==> config.mk <==
export PLATFORM = sky130hd
export DESIGN_NAME = device_heartbeat_offline_monitor
export DESIGN_NICKNAME = d
export VERILOG_FILES = /design/src/rtl/dhom_pkg.sv /design/src/rtl/dhom_ctrl.sv /design/src/rtl/dhom_dp.sv /design/src/rtl/device_heartbeat_offline_monitor.sv
export VERILOG_INCLUDE_DIRS = /design/src /design/src/rtl
export SDC_FILE = /design/constraint.sdc
export NUM_CORES = 2
export LEC_CHECK = 0
export BUFFER_PORTS_ARGS = -buffer_cell sky130_fd_sc_hd__buf_2
export CORE_MARGIN = 3
export CORE_UTILIZATION = 55
export DETAILED_ROUTE_END_ITERATION = 8
export GPL_TIMING_DRIVEN = 0
export PLACE_DENSITY = 0.71
export SYNTH_ARGS = -nofsm -noshare
export SYNTH_HDL_FRONTEND = slang
export SYNTH_SLANG_ARGS = --single-unit
==> constraint.sdc <==
create_clock -name clk -period 21 [get_ports clk]
set_input_delay 5.25 -clock clk [delete_from_list [all_inputs] [get_ports clk]]
set_output_delay 5.25 -clock clk [all_outputs]
set_load 0.05 [all_outputs]
==> src/rtl/device_heartbeat_offline_monitor_macros.svh <==
// Assertion macros for the heartbeat offline monitor.
// Used by the top level only; the macros are empty when SYNTHESIS is defined.
// Both macros sample on clk and are disabled while rst_n is low.
`ifndef DEVICE_HEARTBEAT_OFFLINE_MONITOR_MACROS_SVH
`define DEVICE_HEARTBEAT_OFFLINE_MONITOR_MACROS_SVH
`ifndef SYNTHESIS
// Same-cycle implication
`define DHOM_ASSERT_IMP(lbl, ante, cons) \
    lbl: assert property (@(posedge clk) disable iff (!rst_n) (ante) |-> (cons)) \
        else $error("same-cycle check failed");
// Next-cycle implication
`define DHOM_ASSERT_NXT(lbl, ante, cons) \
    lbl: assert property (@(posedge clk) disable iff (!rst_n) (ante) |=> (cons)) \
        else $error("next-cycle check failed");
`else
`define DHOM_ASSERT_IMP(lbl, ante, cons)
`define DHOM_ASSERT_NXT(lbl, ante, cons)
`endif
`endif

==> src/rtl/dhom_pkg.sv <==
// Shared types and constants for the heartbeat offline monitor.
// No dependencies; used by dhom_ctrl, dhom_dp and the top level.
package dhom_pkg;

    // Default table size
    localparam int NUM_DEVICES_DEF = 16;

    // Field widths
    localparam int MODE_W  = 2;
    localparam int TIME_W  = 32;
    localparam int DEV_W   = 4;
    localparam int LIMIT_W = 16;
    localparam int PRI_W   = 8;
    localparam int MASK_W  = 16;
    localparam int TOP_W   = 5;

    // Item opcodes
    localparam logic [MODE_W-1:0] MODE_SCAN = 2'd0;
    localparam logic [MODE_W-1:0] MODE_BEAT = 2'd1;
    localparam logic [MODE_W-1:0] MODE_SET  = 2'd2;

    // top_device code when no offline device qualifies
    localparam logic [TOP_W-1:0] NO_DEVICE = 5'd16;

    // Controller to datapath commands
    typedef struct packed {
        logic capture;    // latch the item, clear scan accumulators
        logic exec;       // apply a heartbeat or set-device item
        logic scan_step;  // check one table entry
        logic finish;     // load the result registers
    } dhom_cmd_t;

    // Datapath to controller status
    typedef struct packed {
        logic scan_last;  // current entry is the last one
    } dhom_stat_t;

endpackage

==> src/rtl/dhom_ctrl.sv <==
// Controller state machine for the heartbeat offline monitor.
// Depends on dhom_pkg; drives dhom_dp through dhom_cmd_t.
module dhom_ctrl
(
    input  logic                          clk,
    input  logic                          rst_n,
    input  logic                          start,
    input  logic [dhom_pkg::MODE_W-1:0]   mode,
    input  dhom_pkg::dhom_stat_t          stat,
    output dhom_pkg::dhom_cmd_t           cmd,
    output logic                          busy,
    output logic                          done
);

    typedef enum logic [3:0]
    {
        ST_IDLE = 4'b0001,
        ST_EXEC = 4'b0010,
        ST_SCAN = 4'b0100,
        ST_DONE = 4'b1000
    } dhom_state_t;

    dhom_state_t state_reg;
    dhom_state_t state_next;
    logic        done_reg;
    logic        done_next;

    // Next state and commands
    always_comb
    begin
        state_next = state_reg;
        done_next  = 1'b0;
        cmd        = '0;
        case (state_reg)
            ST_IDLE:
            begin
                if (start)
                begin
                    cmd.capture = 1'b1;
                    if (mode == dhom_pkg::MODE_SCAN)
                        state_next = ST_SCAN;
                    else
                        state_next = ST_EXEC;
                end
            end
            ST_EXEC:
            begin
                cmd.exec   = 1'b1;
                state_next = ST_DONE;
            end
            ST_SCAN:
            begin
                cmd.scan_step = 1'b1;
                if (stat.scan_last)
                    state_next = ST_DONE;
            end
            ST_DONE:
            begin
                cmd.finish = 1'b1;
                done_next  = 1'b1;
                state_next = ST_IDLE;
            end
            default:
            begin
                state_next = ST_IDLE;
            end
        endcase
    end

    // State and result strobe
    always_ff @(posedge clk or negedge rst_n)
    begin
        if (!rst_n)
        begin
            state_reg <= ST_IDLE;
            done_reg  <= 1'b0;
        end
        else
        begin
            state_reg <= state_next;
            done_reg  <= done_next;
        end
    end

    assign busy = (state_reg != ST_IDLE);
    assign done = done_reg;

endmodule

==> src/rtl/dhom_dp.sv <==
// Datapath for the heartbeat offline monitor: device table, flags, scan unit.
// Depends on dhom_pkg; sequenced by dhom_ctrl.
module dhom_dp
#(
    parameter int NUM_DEVICES = dhom_pkg::NUM_DEVICES_DEF
)
(
    input  logic                            clk,
    input  logic                            rst_n,
    input  dhom_pkg::dhom_cmd_t             cmd,
    output dhom_pkg::dhom_stat_t            stat,
    input  logic [dhom_pkg::MODE_W-1:0]     mode,
    input  logic [dhom_pkg::TIME_W-1:0]     now,
    input  logic [dhom_pkg::DEV_W-1:0]      device,
    input  logic                            data_bad,
    input  logic [dhom_pkg::LIMIT_W-1:0]    offline_limit,
    input  logic [dhom_pkg::LIMIT_W-1:0]    settle_limit,
    input  logic [dhom_pkg::PRI_W-1:0]      priority_req,
    input  logic                            enable,
    output logic [dhom_pkg::MASK_W-1:0]     error_mask,
    output logic [dhom_pkg::MASK_W-1:0]     lost_mask,
    output logic [dhom_pkg::MASK_W-1:0]     offline_mask,
    output logic                            any_offline,
    output logic [dhom_pkg::TOP_W-1:0]      top_device,
    output logic                            data_fault
);

    localparam int IDX_W = (NUM_DEVICES > 1) ? $clog2(NUM_DEVICES) : 1;

    // Latched item
    logic [dhom_pkg::MODE_W-1:0]  mode_reg;
    logic [dhom_pkg::TIME_W-1:0]  now_reg;
    logic [dhom_pkg::DEV_W-1:0]   device_reg;
    logic                         bad_reg;
    logic [dhom_pkg::LIMIT_W-1:0] off_lim_reg;
    logic [dhom_pkg::LIMIT_W-1:0] set_lim_reg;
    logic [dhom_pkg::PRI_W-1:0]   pri_reg;
    logic                         en_reg;

    // Device table
    logic [dhom_pkg::TIME_W-1:0]  heard_reg    [NUM_DEVICES];
    logic [dhom_pkg::TIME_W-1:0]  settle_reg   [NUM_DEVICES];
    logic [dhom_pkg::LIMIT_W-1:0] off_tab_reg  [NUM_DEVICES];
    logic [dhom_pkg::LIMIT_W-1:0] set_tab_reg  [NUM_DEVICES];
    logic [dhom_pkg::PRI_W-1:0]   pri_tab_reg  [NUM_DEVICES];

    // Per-device flags
    logic [NUM_DEVICES-1:0] enabled_reg;
    logic [NUM_DEVICES-1:0] error_reg;
    logic [NUM_DEVICES-1:0] lost_reg;
    logic [NUM_DEVICES-1:0] fault_reg;

    // Scan walker and accumulators
    logic [IDX_W-1:0]             idx_reg;
    logic [dhom_pkg::PRI_W-1:0]   best_reg;
    logic [dhom_pkg::TOP_W-1:0]   top_reg;
    logic [NUM_DEVICES-1:0]       offl_reg;
    logic                         any_reg;
    logic                         hit_reg;

    // Result registers
    logic [dhom_pkg::MASK_W-1:0]  error_mask_reg;
    logic [dhom_pkg::MASK_W-1:0]  lost_mask_reg;
    logic [dhom_pkg::MASK_W-1:0]  offline_mask_reg;
    logic                         any_offline_reg;
    logic [dhom_pkg::TOP_W-1:0]   top_device_reg;
    logic                         data_fault_reg;

    logic                         dev_ok;
    logic [IDX_W-1:0]             dev_idx;
    logic [dhom_pkg::TIME_W-1:0]  heard_age;
    logic [dhom_pkg::TIME_W-1:0]  settle_age;
    logic                         is_offline;
    logic                         is_settling;
    logic                         scan_en;
    logic [dhom_pkg::MASK_W-1:0]  err_view;
    logic [dhom_pkg::MASK_W-1:0]  lost_view;
    logic [dhom_pkg::MASK_W-1:0]  offl_view;

    // Addressed device decode
    assign dev_ok  = ({2'b00, device_reg} < 6'(NUM_DEVICES));
    assign dev_idx = IDX_W'(device_reg);

    // Entry check for the current scan slot, wrapping differences
    assign heard_age   = now_reg - heard_reg[idx_reg];
    assign settle_age  = now_reg - settle_reg[idx_reg];
    assign is_offline  = heard_age > {16'b0, off_tab_reg[idx_reg]};
    assign is_settling = settle_age < {16'b0, set_tab_reg[idx_reg]};
    assign scan_en     = cmd.scan_step && enabled_reg[idx_reg];

    assign stat.scan_last = (idx_reg == IDX_W'(NUM_DEVICES - 1));

    // Only slots 0..15 appear in the masks
    genvar g;
    generate
        for (g = 0; g < dhom_pkg::MASK_W; g++)
        begin : g_view
            if (g < NUM_DEVICES)
            begin : g_live
                assign err_view[g]  = error_reg[g];
                assign lost_view[g] = lost_reg[g];
                assign offl_view[g] = offl_reg[g];
            end
            else
            begin : g_none
                assign err_view[g]  = 1'b0;
                assign lost_view[g] = 1'b0;
                assign offl_view[g] = 1'b0;
            end
        end
    endgenerate

    // Item latch on accepted transfer
    always_ff @(posedge clk)
    begin
        if (cmd.capture)
        begin
            mode_reg    <= mode;
            now_reg     <= now;
            device_reg  <= device;
            bad_reg     <= data_bad;
            off_lim_reg <= offline_limit;
            set_lim_reg <= settle_limit;
            pri_reg     <= priority_req;
            en_reg      <= enable;
        end
    end

    // Table writes; an entry is always set up before a scan reads it
    always_ff @(posedge clk)
    begin
        if (cmd.exec && dev_ok)
        begin
            case (mode_reg)
                dhom_pkg::MODE_BEAT:
                begin
                    heard_reg[dev_idx] <= now_reg;
                    if (lost_reg[dev_idx])
                        settle_reg[dev_idx] <= now_reg;
                end
                dhom_pkg::MODE_SET:
                begin
                    heard_reg[dev_idx]   <= now_reg;
                    settle_reg[dev_idx]  <= now_reg;
                    off_tab_reg[dev_idx] <= off_lim_reg;
                    set_tab_reg[dev_idx] <= set_lim_reg;
                    pri_tab_reg[dev_idx] <= pri_reg;
                end
                default:
                begin
                end
            endcase
        end
    end

    // Flag updates from heartbeats, set-device items and scan steps
    always_ff @(posedge clk or negedge rst_n)
    begin
        if (!rst_n)
        begin
            enabled_reg <= '0;
            error_reg   <= '1;
            lost_reg    <= '1;
            fault_reg   <= '1;
        end
        else if (cmd.exec && dev_ok)
        begin
            case (mode_reg)
                dhom_pkg::MODE_BEAT:
                begin
                    lost_reg[dev_idx] <= 1'b0;
                    if (bad_reg)
                    begin
                        error_reg[dev_idx] <= 1'b1;
                        fault_reg[dev_idx] <= 1'b1;
                    end
                    else
                    begin
                        fault_reg[dev_idx] <= 1'b0;
                    end
                end
                dhom_pkg::MODE_SET:
                begin
                    enabled_reg[dev_idx] <= en_reg;
                    error_reg[dev_idx]   <= 1'b1;
                    lost_reg[dev_idx]    <= 1'b1;
                    fault_reg[dev_idx]   <= 1'b1;
                end
                default:
                begin
                end
            endcase
        end
        else if (scan_en)
        begin
            if (is_offline)
            begin
                // offline and not yet in error: raise both flags
                if (!error_reg[idx_reg])
                begin
                    lost_reg[idx_reg]  <= 1'b1;
                    error_reg[idx_reg] <= 1'b1;
                end
            end
            else if (is_settling)
            begin
                lost_reg[idx_reg]  <= 1'b0;
                error_reg[idx_reg] <= 1'b1;
            end
            else
            begin
                lost_reg[idx_reg]  <= 1'b0;
                error_reg[idx_reg] <= fault_reg[idx_reg];
            end
        end
    end

    // Scan walker, offline set, fault hit, priority pick (strictly greater wins)
    always_ff @(posedge clk or negedge rst_n)
    begin
        if (!rst_n)
        begin
            idx_reg  <= '0;
            best_reg <= '0;
            top_reg  <= dhom_pkg::NO_DEVICE;
            offl_reg <= '0;
            any_reg  <= 1'b0;
            hit_reg  <= 1'b0;
        end
        else if (cmd.capture)
        begin
            idx_reg  <= '0;
            best_reg <= '0;
            top_reg  <= dhom_pkg::NO_DEVICE;
            offl_reg <= '0;
            any_reg  <= 1'b0;
            hit_reg  <= 1'b0;
        end
        else
        begin
            if (cmd.exec && dev_ok && mode_reg == dhom_pkg::MODE_BEAT && bad_reg)
                hit_reg <= 1'b1;
            if (cmd.scan_step)
                idx_reg <= idx_reg + 1'b1;
            if (scan_en && is_offline)
            begin
                offl_reg[idx_reg] <= 1'b1;
                any_reg           <= 1'b1;
                if (pri_tab_reg[idx_reg] > best_reg)
                begin
                    best_reg <= pri_tab_reg[idx_reg];
                    top_reg  <= dhom_pkg::TOP_W'(idx_reg);
                end
            end
        end
    end

    // Result registers, loaded once the item has settled
    always_ff @(posedge clk)
    begin
        if (cmd.finish)
        begin
            error_mask_reg   <= err_view;
            lost_mask_reg    <= lost_view;
            offline_mask_reg <= offl_view;
            any_offline_reg  <= any_reg;
            top_device_reg   <= top_reg;
            data_fault_reg   <= hit_reg;
        end
    end

    assign error_mask   = error_mask_reg;
    assign lost_mask    = lost_mask_reg;
    assign offline_mask = offline_mask_reg;
    assign any_offline  = any_offline_reg;
    assign top_device   = top_device_reg;
    assign data_fault   = data_fault_reg;

endmodule

==> src/rtl/device_heartbeat_offline_monitor.sv <==
// Top level of the per-device heartbeat watchdog.
// Depends on dhom_pkg, dhom_ctrl, dhom_dp and the assertion macro header.
//
// Channel   Handshake              Fields
// command   start / busy           mode, now, device, data_bad, offline_limit,
//                                  settle_limit, priority_req, enable
// result    done (one-cycle pulse) error_mask, lost_mask, offline_mask,
//                                  any_offline, top_device, data_fault
//
// A command transfer happens at an edge with start high and busy low.
// A scan walks the table one entry per cycle, then the done state; heartbeat
// and set-device pass exec and done. No new command is taken until idle.
// done pulses in the cycle after the item completes; busy is already low then.
// Results cannot be stalled. rst_n resets the controller and all flags.
`include "device_heartbeat_offline_monitor_macros.svh"
module device_heartbeat_offline_monitor
#(
    parameter int NUM_DEVICES = dhom_pkg::NUM_DEVICES_DEF
)
(
    input  logic                            clk,
    input  logic                            rst_n,
    input  logic                            start,
    output logic                            busy,
    input  logic [dhom_pkg::MODE_W-1:0]     mode,
    input  logic [dhom_pkg::TIME_W-1:0]     now,
    input  logic [dhom_pkg::DEV_W-1:0]      device,
    input  logic                            data_bad,
    input  logic [dhom_pkg::LIMIT_W-1:0]    offline_limit,
    input  logic [dhom_pkg::LIMIT_W-1:0]    settle_limit,
    input  logic [dhom_pkg::PRI_W-1:0]      priority_req,
    input  logic                            enable,
    output logic                            done,
    output logic [dhom_pkg::MASK_W-1:0]     error_mask,
    output logic [dhom_pkg::MASK_W-1:0]     lost_mask,
    output logic [dhom_pkg::MASK_W-1:0]     offline_mask,
    output logic                            any_offline,
    output logic [dhom_pkg::TOP_W-1:0]      top_device,
    output logic                            data_fault
);

    dhom_pkg::dhom_cmd_t  cmd;
    dhom_pkg::dhom_stat_t stat;

    // Sequencer
    dhom_ctrl u_ctrl
    (
        .clk   (clk),
        .rst_n (rst_n),
        .start (start),
        .mode  (mode),
        .stat  (stat),
        .cmd   (cmd),
        .busy  (busy),
        .done  (done)
    );

    // Table, flags and scan unit
    dhom_dp #(.NUM_DEVICES(NUM_DEVICES)) u_dp
    (
        .clk           (clk),
        .rst_n         (rst_n),
        .cmd           (cmd),
        .stat          (stat),
        .mode          (mode),
        .now           (now),
        .device        (device),
        .data_bad      (data_bad),
        .offline_limit (offline_limit),
        .settle_limit  (settle_limit),
        .priority_req  (priority_req),
        .enable        (enable),
        .error_mask    (error_mask),
        .lost_mask     (lost_mask),
        .offline_mask  (offline_mask),
        .any_offline   (any_offline),
        .top_device    (top_device),
        .data_fault    (data_fault)
    );

    // Checks
    `DHOM_ASSERT_NXT(a_accept_busy, start && !busy, busy && !done)
    `DHOM_ASSERT_IMP(a_done_idle, done, !busy)
    `DHOM_ASSERT_IMP(a_any_mask, done, any_offline == (offline_mask != '0))
    `DHOM_ASSERT_IMP(a_top_any, done && top_device != dhom_pkg::NO_DEVICE, any_offline)

endmodule
==> impl_metrics.csv <==
group,metric,value,unit
critical_path,path_delay_family,"buffers and inverters",
clock_network,cts-root-buf,"clkbuf_16",
logic_synthesis,syn_inst,3924,
critical_path,crit_path_max_fanout,10,
route,wl_met1,80.1,mm
final_layout,drive_above_1_share,26.6,%
route,drc,0,
clock_network,clockBufferDepth,3,
final_layout,fin_util,63.6,%
final_layout,fin_nets,4534,
route,via_per_inst,6.53,
placed_design,port_buffers,139,
timing,slew_headroom,-2.75,%
route,drt-total-wl,204,mm
critical_path,cp.required,21.70,ns
timing,tns,0,ns
placed_design,dp_slack,10.20,ns
global_routing,grt_pass1_wl,295,mm
placed_design,place_area,0.0828,sq mm
floorplan,coreArea,0.140,sq mm
final_layout,nFillCells,9340,
job,max-cap-violations,1,
timing,slew_violations,11,
timing,rsz0062_at_grt,"false",
status,status,"complete, but fails checks",
global_routing,grt_use_total,28.4,%
timing,finClkSkew,0.0577,ns
floorplan,initial_utilization,55.5,%
worst_hold_path,hp-class,"flip-flop to flip-flop",
critical_path,arrival,11.70,ns
logic_synthesis,async_flop_share,5.47,%
logic_synthesis,ys_warn_count,0,
critical_path,start_kind,"flip-flop",
logic_synthesis,synth_top_area_share,69.7,%
route,wl_met3,19.7,mm
final_layout,syn2layout_area_growth,14.6,%
logic_synthesis,netlist_top_cells_area,"edfxtp_1, mux4_2, ha_1",
logic_synthesis,muxShareOfSynthArea,16.1,%
global_routing,grt_overflow,0,
timing,holdWs,0.446,ns
floorplan,rows,137,
route,post_drt_wl_per_cell,32.0,um
logic_synthesis,synth_top_cell_by_area,"edfxtp_1",
logic_synthesis,synth_edf_count,1799,
placed_design,place_congestion,0.931,
global_routing,antenna_found_initial,7,
logic_synthesis,synthesis.nets,4118,
logic_synthesis,synth_area,0.0776,sq mm
logic_synthesis,synthAdderAreaFrac,1.81,%
clock_network,postCtsSetupRepairBufs,0,
route,highest_layer,"met5",
placed_design,hpwl,137,mm
timing,fin_ws,10.00,ns
timing,hold_viol,0,
critical_path,slowest_stage,"clkbuf_1",
timing,clock.fmax,90.9,MHz
logic_synthesis,synth_top_family_by_area,"multiplexers",
timing,min_period_over_period,52.4,%
clock_network,clk_pin_slew_worst_paths,0.06,ns
critical_path,cp_slowest_stage_delay,1.18,ns
status,failed_checks,"max-capacitance violations, max-slew violations",
floorplan,dieWidth,382,um
route,dr.pass1.iters,6,
logic_synthesis,synth_compound_area_share,3.85,%
route,wl_met2,97.6,mm
logic_synthesis,synth_top_flop_cell,"edfxtp_1",
critical_path,endpoint_kind,"flip-flop",
logic_synthesis,ys_ff_latch,1903,
clock_network,cts-buffers-inserted,186,
clock_network,clkSinkCount,1903,
timing,fin_crit,11.00,ns
logic_synthesis,synth_xor_area_share,0.429,%
clock_network,clk-insertion-delay-late,0.82,ns
clock_network,cts_repair_resize_count,0,
global_routing,grt_pass1_vias,41100,
logic_synthesis,avgSynthCellArea,19.8,sq um
logic_synthesis,synth_simple_gate_area_share,3.12,%
floorplan,io_pins,140,
final_layout,fin_area,0.0889,sq mm
power_and_ir_drop,power.leakage,0.0285,uW
route,final_antenna_net_count,0,
route,drtIter0Drc,5706,
timing,finalSetupViolations,0,
logic_synthesis,synth-seq-area-share,73.1,%
critical_path,crit_top_cell,"clkbuf_1",
logic_synthesis,yosysUniqueCellTypes,78,
route,vias,41600,
clock_network,cts_tree,"built",
power_and_ir_drop,power_per_cell_area,109,mW/mm^2
power_and_ir_drop,peakVddDrop,0.0000981,V
timing,worst_pin_slew,1.54,ns
critical_path,critPathBufInv,7,
floorplan,die_area,0.146,sq mm
clock_network,cts_hold_buffers,0,
critical_path,crit_type,"flip-flop to flip-flop",
global_routing,grt_max_degree,61,
clock_network,h-tree-depth,4,
floorplan,dieHeight,382,um
per-layer routing:
| layer | vias up | global-route usage (%) |
|---|---|---|
| met5 | - | 0 |
| met4 | 2 | 9.13 |
| met3 | 373 | 5.04 |
| met2 | 2372 | 44.2 |
| met1 | 21800 | 41.6 |
| li1 | 17000 | - |
stage by stage:
| stage | instances | total power [uW] |
|---|---|---|
| floorplan | 3924 | 5860 |
| global placement | 5939 | 6430 |
| detailed placement | 6023 | 6460 |
| finish | 6370 | 9670 |
| global route | 6369 | 10000 |
| CTS | 6364 | 9690 |
cell usage in the layout, fill, tap and decap left out, types with 10 or more instances in the layout:
cell / Yosys / layout
mux4_2: 534 / 534
inv_1: 129 / 129
o2111ai_1: 13 / 13
mux2_2: 28 / 28
a31oi_1: 29 / 29
o32ai_1: 14 / 14
nand3_1: 33 / 33
nor2_1: 175 / 127
buf_1: 44 / 43
buf_12: 0 / 52
a221oi_1: 16 / 16
nor2_4: 0 / 48
clkinv_2: 0 / 37
nor3_1: 20 / 20
nand2_1: 133 / 133
mux2i_1: 13 / 13
bufinv_16: 0 / 14
clkbuf_1: 142 / 188
clkbuf_16: 0 / 187
nand4_1: 31 / 31
xnor2_1: 21 / 21
clkinv_1: 1 / 31
a21o_1: 21 / 21
ha_1: 109 / 109
o21ai_0: 68 / 68
buf_2: 11 / 150
o21a_1: 27 / 27
dfstp_2: 50 / 50
xor2_1: 17 / 17
a211oi_1: 10 / 10
buf_16: 0 / 30
edfxtp_1: 1799 / 1799
o22a_1: 17 / 17
nor2b_1: 15 / 15
nand2b_1: 12 / 12
or3_1: 11 / 11
a21oi_1: 172 / 172
or2_2: 17 / 17
dfrtp_1: 54 / 54
o211ai_1: 16 / 16
worst paths after layout:
check,startpoint,slack (ns),depth (start not counted),to
setup reg to reg,u_dp.idx_reg[1],10.00,28,u_dp.best_reg[6]
setup / recovery,u_dp.idx_reg[1],10.00,28,u_dp.best_reg[6]
max in group asynchronous,rst_n,15.74,2,asynchronous set/reset pin
hold reg to reg,u_dp.top_reg[2],0.45,0,u_dp.top_device[2]
hold / removal,u_dp.top_reg[2],0.45,0,u_dp.top_device[2]
min in group asynchronous,rst_n,4.53,1,u_dp.offl_reg[9]
cell usage after synthesis, drive strengths merged, types with 14 or more instances:
cell,n
a221oi,16
or2,17
nor2,175
o21a,27
o21ai,72
mux4,534
a21o,21
nor3,21
inv,129
nand3,33
o22a,17
a31oi,29
xor2,17
xnor2,21
dfrtp,54
edfxtp,1799
o211ai,16
ha,109
clkbuf,142
dfstp,50
mux2,28
nand4,31
o32ai,14
buf,56
nand2,134
nor2b,15
a21oi,172
cells by family after synthesis:
| family | after synthesis |
|---|---|
| AOI/OAI and AO/OA | 464 |
| adders and majority gates | 111 |
| xor gates and xnor gates | 38 |
| DFF | 1903 |
| buffers and inverters | 328 |
| and+or+nand+nor | 505 |
| muxes | 575 |
layout make-up:
type	instances	area [sq um]	share of cell area [%]
Tap cell	1876	2350	2.64
Antenna cell	1	2.50	0.00282
Buffer	198	771	0.867
Multi-Input combinational cell	1693	20000	22.5
Sequential cell	1903	56700	63.8
Clock inverter	103	1060	1.20
Timing Repair Buffer	228	2630	2.95
Inverter	130	488	0.549
Clock buffer	238	4900	5.51
where the power goes:
part	total, uW	switching (uW)	leakage, uW	internal, uW
Clock	3260	1420	0.00290	1830
Combinational	1740	1000	0.00806	740
Sequential	4670	233	0.0175	4440
(Power assumes the default switching activity.)
